**src/hw/rtl/rcn_pkg.sv**
```systemverilog
// rcn_pkg: beat types, widths and the per-cell data word of the chromaticity
// normalizer. Used by rcn_front, rcn_cell and rgb_chromaticity_normalizer.
// No dependencies.
package rcn_pkg;

  // channel and share widths
  localparam int unsigned ChanW  = 8;
  localparam int unsigned ShareW = 8;
  // channel sum fits 3 * 255 = 765
  localparam int unsigned SumW   = 10;
  // 255 * channel fits 65025
  localparam int unsigned NumW   = 16;
  // widest shifted divisor: sum << (ShareW - 1)
  localparam int unsigned DivW   = SumW + ShareW;
  // one cell per quotient bit
  localparam int unsigned NumCells = ShareW;

  // input beat
  typedef struct packed {
    logic [ChanW-1:0] blue;
    logic [ChanW-1:0] green;
    logic [ChanW-1:0] red;
  } pix_t;

  // output beat
  typedef struct packed {
    logic [ShareW-1:0] blue_share;
    logic [ShareW-1:0] green_share;
    logic [ShareW-1:0] red_share;
    logic              black_pixel;
  } share_t;

  // partial remainder and quotient of one channel
  typedef struct packed {
    logic [NumW-1:0]   rem;
    logic [ShareW-1:0] quo;
  } chan_div_t;

  // word handed from cell to cell
  typedef struct packed {
    chan_div_t       blue;
    chan_div_t       green;
    chan_div_t       red;
    logic [SumW-1:0] sum;
    logic            black;
  } cell_data_t;

endpackage

```
**src/hw/rtl/rcn_front.sv**
```systemverilog
// rcn_front: entry register of the chain; forms the channel sum, the scaled
// numerators 255 * c and the black pixel flag. Depends on rcn_pkg.
module rcn_front import rcn_pkg::*; (
  input  logic       clk_i,
  input  logic       rst_ni,
  input  logic       valid_i,
  input  pix_t       data_i,
  output logic       stall_o,
  output logic       valid_o,
  output cell_data_t data_o,
  input  logic       stall_i
);

  logic       valid_q;
  cell_data_t data_q, data_d;

  // 255 * c as (c << 8) - c
  function automatic logic [NumW-1:0] scale255(input logic [ChanW-1:0] c);
    scale255 = {c, 8'd0} - {8'd0, c};
  endfunction

  // setup of the division word
  always_comb begin
    data_d           = '0;
    data_d.sum       = SumW'(data_i.blue) + SumW'(data_i.green) + SumW'(data_i.red);
    data_d.black     = (data_d.sum == '0);
    data_d.blue.rem  = scale255(data_i.blue);
    data_d.green.rem = scale255(data_i.green);
    data_d.red.rem   = scale255(data_i.red);
  end

  // hold while the next cell holds
  assign stall_o = valid_q && stall_i;

  always_ff @(posedge clk_i or negedge rst_ni) begin
    if (!rst_ni) begin
      valid_q <= 1'b0;
    end else if (!stall_o) begin
      valid_q <= valid_i;
    end
  end

  always_ff @(posedge clk_i) begin
    if (valid_i && !stall_o) begin
      data_q <= data_d;
    end
  end

  assign valid_o = valid_q;
  assign data_o  = data_q;

endmodule

```
**src/hw/rtl/rcn_cell.sv**
```systemverilog
// rcn_cell: one restoring division step for all three channels, resolving a
// single quotient bit, then registered. Depends on rcn_pkg.
module rcn_cell import rcn_pkg::*; #(
  parameter int unsigned Shift = 0
) (
  input  logic       clk_i,
  input  logic       rst_ni,
  input  logic       valid_i,
  input  cell_data_t data_i,
  output logic       stall_o,
  output logic       valid_o,
  output cell_data_t data_o,
  input  logic       stall_i
);

  logic       valid_q;
  cell_data_t data_q, data_d;
  logic [DivW-1:0] div;

  // one compare and subtract; black pixels never set a bit
  function automatic chan_div_t step(input chan_div_t cur, input logic [DivW-1:0] d,
                                     input logic blk);
    logic [DivW-1:0] r;
    logic            take;
    r    = DivW'(cur.rem);
    take = (r >= d) && !blk;
    step.rem = take ? NumW'(r - d) : cur.rem;
    step.quo = {cur.quo[ShareW-2:0], take};
  endfunction

  assign div = DivW'(data_i.sum) << Shift;

  always_comb begin
    data_d       = data_i;
    data_d.blue  = step(data_i.blue, div, data_i.black);
    data_d.green = step(data_i.green, div, data_i.black);
    data_d.red   = step(data_i.red, div, data_i.black);
  end

  assign stall_o = valid_q && stall_i;

  always_ff @(posedge clk_i or negedge rst_ni) begin
    if (!rst_ni) begin
      valid_q <= 1'b0;
    end else if (!stall_o) begin
      valid_q <= valid_i;
    end
  end

  always_ff @(posedge clk_i) begin
    if (valid_i && !stall_o) begin
      data_q <= data_d;
    end
  end

  assign valid_o = valid_q;
  assign data_o  = data_q;

endmodule

```
**src/hw/rtl/rgb_chromaticity_normalizer.sv**
```systemverilog
// rgb_chromaticity_normalizer: top level; front register and a chain of
// division cells, one per share bit. Depends on rcn_pkg, rcn_front, rcn_cell.
//
//   channel  dir  payload   handshake
//   in       in   pix_t     in_valid_i / in_stall_o
//   out      out  share_t   out_valid_o / out_stall_i
//
// one pixel per cycle sustained while out_stall_i is low; the path runs through
// the front register, then one cell per quotient bit of the 8-bit share
// each cell resolves one quotient bit of all three channels by compare/subtract
// reset clears the valid bit of every stage; data registers are not reset
// an output stall freezes only the full stages behind it; bubbles still close up
module rgb_chromaticity_normalizer import rcn_pkg::*; (
  input  logic   clk_i,
  input  logic   rst_ni,
  input  logic   in_valid_i,
  input  pix_t   in_data_i,
  output logic   in_stall_o,
  output logic   out_valid_o,
  output share_t out_data_o,
  input  logic   out_stall_i
);

  logic       valid [NumCells+1];
  logic       stall [NumCells+1];
  cell_data_t data  [NumCells+1];

  // entry stage
  rcn_front u_front (
    .clk_i   (clk_i),
    .rst_ni  (rst_ni),
    .valid_i (in_valid_i),
    .data_i  (in_data_i),
    .stall_o (in_stall_o),
    .valid_o (valid[0]),
    .data_o  (data[0]),
    .stall_i (stall[0])
  );

  // chain of division cells, most significant bit first
  for (genvar k = 0; k < NumCells; k++) begin : g_cell
    rcn_cell #(
      .Shift (NumCells - 1 - k)
    ) u_cell (
      .clk_i   (clk_i),
      .rst_ni  (rst_ni),
      .valid_i (valid[k]),
      .data_i  (data[k]),
      .stall_o (stall[k]),
      .valid_o (valid[k+1]),
      .data_o  (data[k+1]),
      .stall_i (stall[k+1])
    );
  end

  assign stall[NumCells] = out_stall_i;

  // output beat straight from the last cell register
  assign out_valid_o              = valid[NumCells];
  assign out_data_o.blue_share    = data[NumCells].blue.quo;
  assign out_data_o.green_share   = data[NumCells].green.quo;
  assign out_data_o.red_share     = data[NumCells].red.quo;
  assign out_data_o.black_pixel   = data[NumCells].black;

  // a stall at the input only comes from a held output beat
  a_stall_origin: assert property (@(posedge clk_i) disable iff (!rst_ni)
    in_stall_o |-> (out_valid_o && out_stall_i))
    else $error("input stalled without a held output beat");

  // black pixels give zero shares
  a_black_zero: assert property (@(posedge clk_i) disable iff (!rst_ni)
    (out_valid_o && out_data_o.black_pixel) |->
      (out_data_o.blue_share == '0 && out_data_o.green_share == '0 &&
       out_data_o.red_share == '0))
    else $error("black pixel with nonzero share");

  // floored shares never add up past full scale
  a_share_total: assert property (@(posedge clk_i) disable iff (!rst_ni)
    out_valid_o |-> ((SumW'(out_data_o.blue_share) + SumW'(out_data_o.green_share) +
                      SumW'(out_data_o.red_share)) <= SumW'(255)))
    else $error("shares exceed full scale");

  // the largest channel holds at least a third of full scale
  a_share_floor: assert property (@(posedge clk_i) disable iff (!rst_ni)
    (out_valid_o && !out_data_o.black_pixel) |->
      (out_data_o.blue_share >= ShareW'(85) || out_data_o.green_share >= ShareW'(85) ||
       out_data_o.red_share >= ShareW'(85)))
    else $error("no share reaches one third");

endmodule
```
**config.mk**
```make
export PLATFORM = sky130hd
export DESIGN_NAME = rgb_chromaticity_normalizer
export DESIGN_NICKNAME = d
export VERILOG_FILES = /design/src/hw/rtl/rcn_pkg.sv /design/src/hw/rtl/rcn_front.sv /design/src/hw/rtl/rcn_cell.sv /design/src/hw/rtl/rgb_chromaticity_normalizer.sv
export SDC_FILE = /design/constraint.sdc
export NUM_CORES = 1
export LEC_CHECK = 0
export ABC_AREA = 1
export BUFFER_PORTS_ARGS = -buffer_cell sky130_fd_sc_hd__buf_2
export CORE_AREA = 2 2 340 342
export DETAILED_ROUTE_END_ITERATION = 10
export DIE_AREA = 0 0 342 344
export PLACE_DENSITY = 0.52
export SETUP_SLACK_MARGIN = 0.5
export SYNTH_ARGS = -nofsm -noshare
export SYNTH_HDL_FRONTEND = slang
export SYNTH_HIERARCHICAL = 1
export SYNTH_SLANG_ARGS = --single-unit
```
**constraint.sdc**
```tcl
create_clock -name clk_i -period 4.75 [get_ports clk_i]
set_input_delay 0.475 -clock clk_i [delete_from_list [all_inputs] [get_ports clk_i]]
set_output_delay 0.475 -clock clk_i [all_outputs]
set_load 0.005 [all_outputs]
```
==> key figures, run 1 <==
Outcome
  • Status: finished clean

Timing
  • Final worst slack: 1.41 ns
  • Post-route clock skew: between 0.02 and 0.03 ns
  • Relative slew slack: 0.329
  • Max-slew violation count: 0
  • RSZ-0062 raised after global routing: no
  • Final setup TNS: 0 ns
  • Final setup violation count: 0
  • Max Clock Freq: between 0.2 and 0.3 GHz
  • Least-Margin Pin Slew: 1.01 ns
  • Final Hold Viols: 0
  • Crit share post-route: 0.703
  • Final min period: between 3 and 4 ns

Clock network
  • Sink Count: 590
  • Worst-skew pair later-pin latency: 0.65 ns
  • CTS clk-pin slew, worst paths: around 0.060 ns
  • Worst-case clock buffer depth: 3
  • # H-tree levels: 3
  • CTS tree: built
  • Cts hold-fix bufs: 2
  • Post-CTS Setup Bufs: 0
  • Clock root cell: clkbuf_16
  • PostCTS Resize Cnt: 0
  • TritonCTS Buffers: 71

Floorplan
  • Initial Util: 0.341
  • Die Width: 342 um
  • Die area: 118000 sq um
  • # rows: 124
  • Num ports: 55
  • Core Region: about 110000 sq um
  • Die H: 344 um

Synth
  • YS warnings: 6
  • Post-Synthesis Mean Instance Area: 8.19 sq um
  • Synth Cell Area: 38800 sq um
  • Syn_nets: 5050
  • Synth Instances: 4742

Routing
  • DR WL met2: ~48 mm
  • Drt total wl: 95.2 mm
  • DR iter-0 viols: 1222
  • Met1 wire length: between 30 and 40 mm
  • Drt pass-1 iters: 7
  • Post-route DRC: 0
  • Max layer used: met4
  • DR WL met3: 2.38 mm
  • Routed Antenna Nets: 0
  • Vias: 28800
  • Via density per instance: roughly 4.5
  • Drt wl/cell: 14.8 um

Worst setup path
  • Critical Path RT: 4.28 ns
  • Worst path slowest cell: dfrtp_1
  • Setup Crit Path Kind: flip-flop to output port
  • Crit Path Max Fanout: 2
  • Critical Path AT: around 2.9 ns
  • CP endpoint kind: output port
  • Setup crit start kind: flip-flop
  • CP Cell Sequence: nand2_1, inv_1, nand2_1, inv_1, nand2_1, inv_1, nand2_1, inv_1, nand2_1, inv_1, nand2_1, inv_1, nand2_1, inv_1, nand2_1, inv_1, nand2_1, inv_1, buf_2
  • Crit path largest cell delay: 0.33 ns

Place
  • Place WS: 1.61 ns
  • Final GP Congestion: around 0.9
  • DP HPWL: 78.5 mm
  • IO Port Bufs: 54

Final layout
  • Share of cells above drive strength 1: 0.0935
  • Register area: 17700 sq um
  • Area grow syn2layout: 11.4%
  • Nets: 5164
  • Inserted Diodes: 0
  • FILL cells: 11700
  • Multi-input gate area: roughly 18000 sq um

Global route
  • Antenna violations before repair: 0
  • Total global-route track usage: 0.163
  • Overflow after GRT: 0
  • Vias in the first global route: 28500
  • First-pass GRT wire length: 151 mm
  • Largest net degree at the start of global routing: 75

Pwr
  • Leakage Power: around 21 nW
  • PD cells: 663 nW/um^2
  • Worst IR Drop VDD: between 0.2 and 0.3 mV

Min path
  • Worst Hold Class: input pin to flip-flop

Job
  • Max_cap viols: 0
routing by layer:
layer	global-route usage	vias up
met5	0	-
met4	0.0726	0
met3	0.0214	192
met2	0.305	371
met1	0.185	12800
li1	-	15400
area by class of cell:
class,count,share of cell area
clock inverter,52,0.0123
tap,1512,0.0437
sequential,590,0.408
timing repair buffer,72,0.0103
clock buffer,76,0.0420
multi-input combinational,3320,0.414
inverter,801,0.0695
path summary, 6_finish.rpt:
check,from,endpoint,slack (ns),cells past startpoint
worst max-delay path,g_cell[7].u_cell/valid_o,in_stall_o,1.41,19
worst min-delay path,out_stall_i,g_cell[7].u_cell/valid_o,0.05,3
worst max register to register,g_cell[7].u_cell/valid_o,u_front/data_o[46],1.85,20
worst min register to register,g_cell[2].u_cell/data_o[36],g_cell[3].u_cell/data_o[37],0.41,0
max in group asynchronous,rst_ni,g_cell[0].u_cell/valid_o,4.33,2
min in group asynchronous,rst_ni,g_cell[3].u_cell/valid_o,0.22,2
metrics by stage:
stage / total power [mW] / cells / hold slack [ns] / instance area [sq um] / util
2_1_floorplan: 20.0 / 4742 / 0.179 / 38900 / -
4_1_cts: 29.0 / 6423 / 0.0104 / 43300 / 0.380
3_3_place_gp: 23.4 / 6293 / 0.357 / 40900 / 0.359
6_report: 28.7 / 6423 / 0.0503 / 43300 / 0.380
3_5_place_dp: 23.4 / 6293 / 0.358 / 40900 / 0.359
5_1_grt: 31.4 / 6423 / 0.0475 / 43300 / 0.380
critical path, delay by kind of cell (launching register included):
family / cells / cell delay, ns
buffers and inverters: 10 / 1.15
flip-flops: 1 / 0.33
AND/OR/NAND/NOR: 9 / 0.73
cell usage in the layout (no fill, tap or decap), drive strengths merged:
master	n
xor2	55
nor3b	1
and2	9
dlygate4sd3	2
dfrtp	9
o21ai	58
o21a	1
edfxtp	581
clkinv	31
nand2	1859
a21boi	4
ha	247
nand4	78
nand3	380
clkbuf	76
nand3b	32
fa	33
or2	11
bufinv	7
buf	70
and3	5
nor2	365
xnor2	45
nor3	27
clkinvlp	12
a21o	4
a21oi	106
inv	803
power breakdown:
part | internal (mW) | switching, mW | total, mW | leakage [nW]
combinational | 4.84 | 9.04 | 13.9 | 14.0
sequential | 8.21 | 1.17 | 9.38 | 5.81
clock | 3.19 | 2.24 | 5.43 | 1.11
registers in the layout, summed over array words and instances (netlist names):
signal                 cells
g_cell.u_cell/valid_o      8
g_cell.u_cell/data_o     522
u_front/data_o            59
u_front/valid_o            1
Power figures use the tool's default switching activity.
==> run 2, diff against run 1 <==
--- a/config.mk
+++ b/config.mk
@@ -10,7 +10,7 @@
 export CORE_AREA = 2 2 340 342
 export DETAILED_ROUTE_END_ITERATION = 10
 export DIE_AREA = 0 0 342 344
-export PLACE_DENSITY = 0.52
+export PLACE_DENSITY = 0.5
 export SETUP_SLACK_MARGIN = 0.5
 export SYNTH_ARGS = -nofsm -noshare
 export SYNTH_HDL_FRONTEND = slang
==> constraint.sdc (replaced) <==
create_clock -name clk_i -period 3.2 [get_ports clk_i]
set_input_delay 0.32 -clock clk_i [delete_from_list [all_inputs] [get_ports clk_i]]
set_output_delay 0.32 -clock clk_i [all_outputs]
set_load 0.005 [all_outputs]
==> run 2 against run 1 <==
  * Critical path depth unchanged
  * Register-to-register slack worse by 1.1 ns
  * Largest cell class unchanged
  * First-iteration DRC count up 5.8%
  * Routed wire length up 0.74%
  * Clock skew down 0.0086 ns
  * Sequential share of layout area down 0.54 points
  * Combinational power up 50%
  * Critical endpoint unchanged
  * Final cell count up 0.72%
  * Non-clock buffer count up 45
  * Utilization up 0.51 points
  * Hold slack worse by 0.021 ns
==> key figures, run 2 (synthesized netlist as in run 1, its figures left out) <==
Timing
  • Final setup violation count: 0 (unchanged)
  • RSZ-0062 raised after global routing: yes
  • Relative slew slack: 0.485 (+0.156)
  • Final worst slack: 0.586 ns (-0.826 ns)
  • Final min period: 2.61 ns
  • Max-slew violation count: 0 (unchanged)
  • Final Hold Viols: 0 (unchanged)
  • Post-route clock skew: 0.0214 ns (-0.00857 ns)
  • Least-Margin Pin Slew: 0.772 ns (-0.235 ns)
  • Max Clock Freq: 0.383 GHz
  • Crit share post-route: 0.817

Worst setup path
  • Setup Crit Path Kind: flip-flop to output port
  • CP Cell Sequence: nand2_1, inv_2, nand2_1, inv_2, nand2_1, inv_2, nand2_1, inv_2, nand2_1, inv_2, nand2_1, inv_2, nand2_1, inv_2, nand2_2, inv_2, nand2_2, inv_4, buf_2
  • Critical Path RT: 2.88 ns (-1.40 ns)
  • Worst path slowest cell: dfrtp_1
  • Crit path from: g_cell[7].u_cell/valid_o
  • Critical Path AT: 2.29 ns (-0.57 ns)
  • CP endpoint kind: output port
  • Critical register-to-register path startpoint: g_cell[2].u_cell/data_o[1]
  • CP most frequent cell: inv_2
  • Crit path largest cell delay: 0.33 ns (about the same)
  • Setup crit start kind: flip-flop
  • Crit Path Max Fanout: 2 (unchanged)

Final layout
  • Area grow syn2layout: 12.9%
  • Register area: 17700 sq um (unchanged)
  • Max reg flops: 522 (unchanged)
  • Multi-input gate area: 17900 sq um (+0.15%)
  • FILL cells: 11700 (+0.13%)
  • Final Util: 0.385 (+0.00513)
  • Fin cells: 6469 (+0.72%)
  • Most common cell after layout, fill and taps aside: nand2_1
  • Nets: 5210 (+0.89%)
  • Most frequent cells in the layout: nand2_1 (1752), inv_1 (761), edfxtp_1 (581)
  • Share of cells above drive strength 1: 0.103 (+0.00982)
  • Inserted Diodes: 0 (unchanged)

Pwr
  • PD cells: 983 nW/um^2 (+48%)
  • Worst IR Drop VDD: 0.475 mV (+63%)
  • Leakage Power: 21.2 nW (+1.5%)

Floorplan
  • Initial Util: 0.341 (unchanged)
  • Num ports: 55 (unchanged)
  • Die Width: 342 um (unchanged)
  • Die H: 344 um (unchanged)
  • Die area: 118000 sq um (unchanged)
  • # rows: 124 (unchanged)
  • Core Region: 114000 sq um (unchanged)

Global route
  • Overflow after GRT: 0 (unchanged)
  • Total global-route track usage: 0.164 (+0.000482)
  • Vias in the first global route: 28500 (+0.25%)
  • Largest net degree at the start of global routing: 75 (unchanged)
  • First-pass GRT wire length: 152 mm (+0.50%)
  • Antenna violations before repair: 0 (unchanged)

Clock network
  • Worst-skew pair later-pin latency: 0.64 ns (about the same)
  • # H-tree levels: 3 (unchanged)
  • Clock root cell: clkbuf_16
  • CTS tree: built
  • Worst-case clock buffer depth: 3 (unchanged)
  • Sink Count: 590 (unchanged)
  • TritonCTS Buffers: 71 (unchanged)
  • CTS clk-pin slew, worst paths: 0.06 ns (about the same)

Min path
  • HP Start: in_valid_i
  • Worst Hold Class: input pin to flip-flop

Place
  • Place WS: 0.131 ns (-1.48 ns)
  • DP HPWL: 78.6 mm (+0.15%)
  • Final GP Congestion: 0.888 (-0.97%)
  • IO Port Bufs: 54 (unchanged)
  • Placed Cells: 6323 (+0.48%)

Routing
  • Drt wl/cell: 14.8 um (about the same)
  • Vias: 29100 (+0.96%)
  • Drt pass-1 iters: 8 (+1)
  • Drt total wl: 95.9 mm (+0.74%)
  • DR iter-0 viols: 1293 (+5.8%)
  • Post-route DRC: 0 (unchanged)
  • Via density per instance: 4.50 (+0.24%)
  • Routed Antenna Nets: 0 (unchanged)

Outcome
  • Status: finished clean

Job
  • Max_cap viols: 0 (unchanged)
run 2: cell count changes in the layout (fill, tap and decap cells not counted), sizes merged:
cell	previous run	this run
buf	70	110
bufinv	7	12
clkbuf	76	87
clkinv	31	22
clkinvlp	12	6
dlygate4sd3	2	7
inv	803	802
nor2	365	366
run 2: path summary, 6_finish.rpt:
| path | slack (ns) | cells after the start | end |
|---|---|---|---|
| setup / recovery | 0.59 | 19 | in_stall_o |
| max in group asynchronous | 2.90 | 2 | g_cell[5].u_cell/valid_o |
| setup reg to reg | 0.74 | 10 | g_cell[3].u_cell/data_o[79] |
| hold / removal | 0.03 | 3 | u_front/valid_o |
| hold reg to reg | 0.41 | 0 | g_cell[5].u_cell/data_o[16] |
| min in group asynchronous | 0.09 | 2 | u_front/valid_o |
run 2: final cells by class:
class / count / share of cell area
Multi-Input combinational cell: 3321 / 0.409
Sequential cell: 590 / 0.403
Inverter: 801 / 0.0686
Clock buffer: 87 / 0.0436
Tap cell: 1512 / 0.0431
Timing Repair Buffer: 117 / 0.0205
Clock inverter: 41 / 0.0124
run 2: where the power goes:
| group | internal [mW] | total [mW] | leakage [nW] | switching [mW] |
|---|---|---|---|---|
| logic | 7.36 | 20.9 | 14.2 | 13.5 |
| clock network | 5.23 | 8.45 | 1.19 | 3.22 |
| registers | 12.2 | 13.8 | 5.81 | 1.64 |
| total | 24.8 | 43.1 | 21.2 | 18.4 |
run 2: what timing repair did:
item,CTS,global route
setup endpoints to repair,60,33
setup buffers,8,2
resized for setup,7,3
cloned,1,0
endpoints found under the hold margin,15,0
hold buffers,7,0
pin swaps,1,0
run 2: layer usage:
| metal | wire (um) | share of wire | GRT usage |
|---|---|---|---|
| met1 | 40200 | 0.42 | 0.187 |
| met2 | 49300 | 0.51 | 0.307 |
| met3 | 2230 | 0.023 | 0.0203 |
| met4 | 4110 | 0.043 | 0.0694 |
| met5 | 0 | 0 | 0 |
run 2: critical path: cells and delay by family (launching register included):
family | cells | cell delay (ns)
buffers and inverters | 10 | 0.71
flip-flops | 1 | 0.33
AND/OR/NAND/NOR | 9 | 0.63
run 2: stage by stage:
| step | area (sq um) | power [mW] | hold slack [ns] | setup TNS [ns] |
|---|---|---|---|---|
| finish | 43900 | 43.1 | 0.0297 | 0 |
| global route | 43900 | 47.2 | 0.0822 | 0 |
| CTS | 43800 | 43.6 | 0.00607 | 0 |
| detailed placement | 41200 | 34.9 | 0.214 | 0 |
| global placement | 41200 | 34.7 | 0.209 | 0 |
| floorplan | 38900 | 29.7 | 0.0244 | -4.75 |
==> run 3, diff against run 2 <==
==> constraint.sdc (replaced) <==
create_clock -name clk_i -period 2.7 [get_ports clk_i]
set_input_delay 0.27 -clock clk_i [delete_from_list [all_inputs] [get_ports clk_i]]
set_output_delay 0.27 -clock clk_i [all_outputs]
set_load 0.005 [all_outputs]
==> run 3 against run 2 <==
  * Clock power rose by 16%
  * Total power rose by 31%
  * Final area rose by 11%
  * Critical path type is now flip-flop to flip-flop
  * Highest routed layer unchanged
==> key figures, run 3 (synthesized netlist as in run 1, its figures left out) <==
Timing
  • Final setup violation count: 0 (unchanged)
  • Max-slew violation count: 0 (unchanged)
  • Least-Margin Pin Slew: 0.748 ns (-0.0237 ns)
  • Max Clock Freq: 0.421 GHz
  • Post-route clock skew: 0.0215 ns (+0.000145 ns)
  • Final Hold Viols: 0 (unchanged)
  • Relative slew slack: 0.500 (+0.0156)
  • Final hold slack: 0.0434 ns (+0.0137 ns)
  • Final setup TNS: 0 ns (unchanged)
  • Final worst slack: 0.324 ns (-0.262 ns)
  • Final min period: 2.38 ns
  • RSZ-0062 raised after global routing: yes
  • Crit share post-route: 0.880

Worst setup path
  • FF-to-FF path depth: 24 (+14)
  • Setup Crit Path Kind: flip-flop to flip-flop
  • Crit path largest cell delay: 0.38 ns (+0.05 ns)
  • CP endpoint kind: flip-flop
  • Setup crit start kind: flip-flop
  • Critical Path RT: 3.04 ns (+0.16 ns)
  • Critical Path AT: 2.72 ns (+0.43 ns)
  • CP Cell Sequence: nand2_2, inv_2, nand2_2, inv_2, nand2_2, inv_2, nand2_2, inv_2, nand2_2, inv_2, nand2_2, inv_2, nand2_2, inv_2, nand2_2, inv_2, nand2_2, inv_2, buf_4, buf_6, nor2_4, buf_12, buf_12, buf_12
  • Crit Path Max Fanout: 8 (+6)
  • Worst path slowest cell: dfrtp_1

Place
  • DP HPWL: 81.8 mm (+4.1%)
  • Final GP Congestion: 0.883 (-0.52%)
  • Place WS: 0.219 ns (+0.0884 ns)
  • IO Port Bufs: 54 (unchanged)
  • Placed cell area: 41500 sq um (+0.73%)

Global route
  • Largest net degree at the start of global routing: 37 (-51%)
  • Overflow after GRT: 0 (unchanged)
  • Vias in the first global route: 30100 (+5.4%)
  • Antenna violations before repair: 0 (unchanged)
  • Total global-route track usage: 0.175 (+0.0113)
  • First-pass GRT wire length: 161 mm (+6.4%)

Final layout
  • Multi-input gate area: 20300 sq um (+13%)
  • Register area: 17700 sq um (unchanged)
  • Most frequent cells in the layout: nand2_1 (1607), inv_1 (681), edfxtp_1 (581)
  • Nets: 5461 (+4.8%)
  • Share of cells above drive strength 1: 0.223 (+0.120)
  • Inserted Diodes: 0 (unchanged)
  • Area grow syn2layout: 25.4%
  • Fin area: 48700 sq um (+11%)
  • FILL cells: 11300 (-3.2%)
  • Most common cell after layout, fill and taps aside: nand2_1
  • Max reg flops: 522 (unchanged)

Pwr
  • Worst IR Drop VDD: 0.545 mV (+15%)
  • Leakage Power: 22.9 nW (+7.7%)
  • PD cells: 1160 nW/um^2 (+18%)

Floorplan
  • Core Region: 114000 sq um (unchanged)
  • Num ports: 55 (unchanged)
  • Initial Util: 0.341 (unchanged)
  • Die H: 344 um (unchanged)
  • # rows: 124 (unchanged)
  • Die Width: 342 um (unchanged)
  • Die area: 118000 sq um (unchanged)

Min path
  • Worst Hold Depth: 3 (unchanged)
  • Worst Hold Class: input pin to flip-flop

Clock network
  • TritonCTS Buffers: 70 (-1.4%)
  • Sink Count: 590 (unchanged)
  • # H-tree levels: 3 (unchanged)
  • Clock root cell: clkbuf_16
  • Worst-case clock buffer depth: 3 (unchanged)
  • CTS tree: built
  • Worst-skew pair later-pin latency: 0.64 ns (about the same)
  • CTS clk-pin slew, worst paths: 0.06 ns (about the same)

Routing
  • DR iter-0 viols: 1455 (+13%)
  • Post-route DRC: 0 (unchanged)
  • Drt wl/cell: 15.8 um (+6.4%)
  • Drt pass-1 iters: 5 (-3)
  • Drt total wl: 106 mm (+11%)
  • Routed Antenna Nets: 0 (unchanged)
  • Via density per instance: 4.61 (+2.5%)
  • Vias: 31000 (+6.5%)

Job
  • Max_cap viols: 0 (unchanged)

Outcome
  • Status: finished clean
run 3: critical path: cells and delay by family, from the launching register on:
family                 cells  cell delay (ns)
and+or+nand+nor           10             0.67
DFF                        1             0.38
buffers and inverters     14             1.01
run 3: cell type report:
class,instances,share of cell area
multi-input combinational,3341,0.417
sequential,590,0.363
timing repair buffer,349,0.0695
inverter,801,0.0638
tap,1512,0.0388
clock buffer,82,0.0382
clock inverter,46,0.0105
run 3: through the flow:
step	instances	power, mW	util
5_1_grt	6721	61.4	0.428
4_1_cts	6585	53.1	0.399
3_3_place_gp	6363	41.6	0.365
2_1_floorplan	4742	35.3	-
6_report	6721	56.6	0.428
3_5_place_dp	6363	41.7	0.365
run 3: final timing paths:
check                                             from                           to  slack, ns
min reg2reg                g_cell[6].u_cell/data_o[37]  g_cell[7].u_cell/data_o[38]       0.40
min in group asynchronous                       rst_ni     g_cell[1].u_cell/valid_o       0.65
min                                      in_data_i[17]           u_front/data_o[70]       0.04
max                           g_cell[7].u_cell/valid_o            u_front/data_o[3]       0.32
max reg2reg                   g_cell[7].u_cell/valid_o            u_front/data_o[3]       0.32
max in group asynchronous                       rst_ni     g_cell[7].u_cell/valid_o       1.71
run 3: per-layer routing:
| layer | track usage | share of wire |
|---|---|---|
| met5 | 0 | 0 |
| met4 | 0.0796 | 0.048 |
| met3 | 0.0221 | 0.025 |
| met2 | 0.332 | 0.53 |
| met1 | 0.194 | 0.40 |
run 3: repair_timing:
| item | 4_1_cts | 5_1_grt |
|---|---|---|
| hold buffers | 12 | 0 |
| pin swaps | 33 | 166 |
| gates cloned | 11 | 23 |
| endpoints found under the hold margin | 20 | 0 |
| setup endpoints to repair | 374 | 470 |
| gates resized for setup | 150 | 496 |
| buffers inserted | 71 | 113 |
run 3: report_power, final:
part           total (mW)  switching [mW]  internal [mW]
Combinational        30.1            18.2           11.9
Sequential           16.7            2.29           14.4
Clock                9.79            3.89           5.91
Total                56.6            24.4           32.2
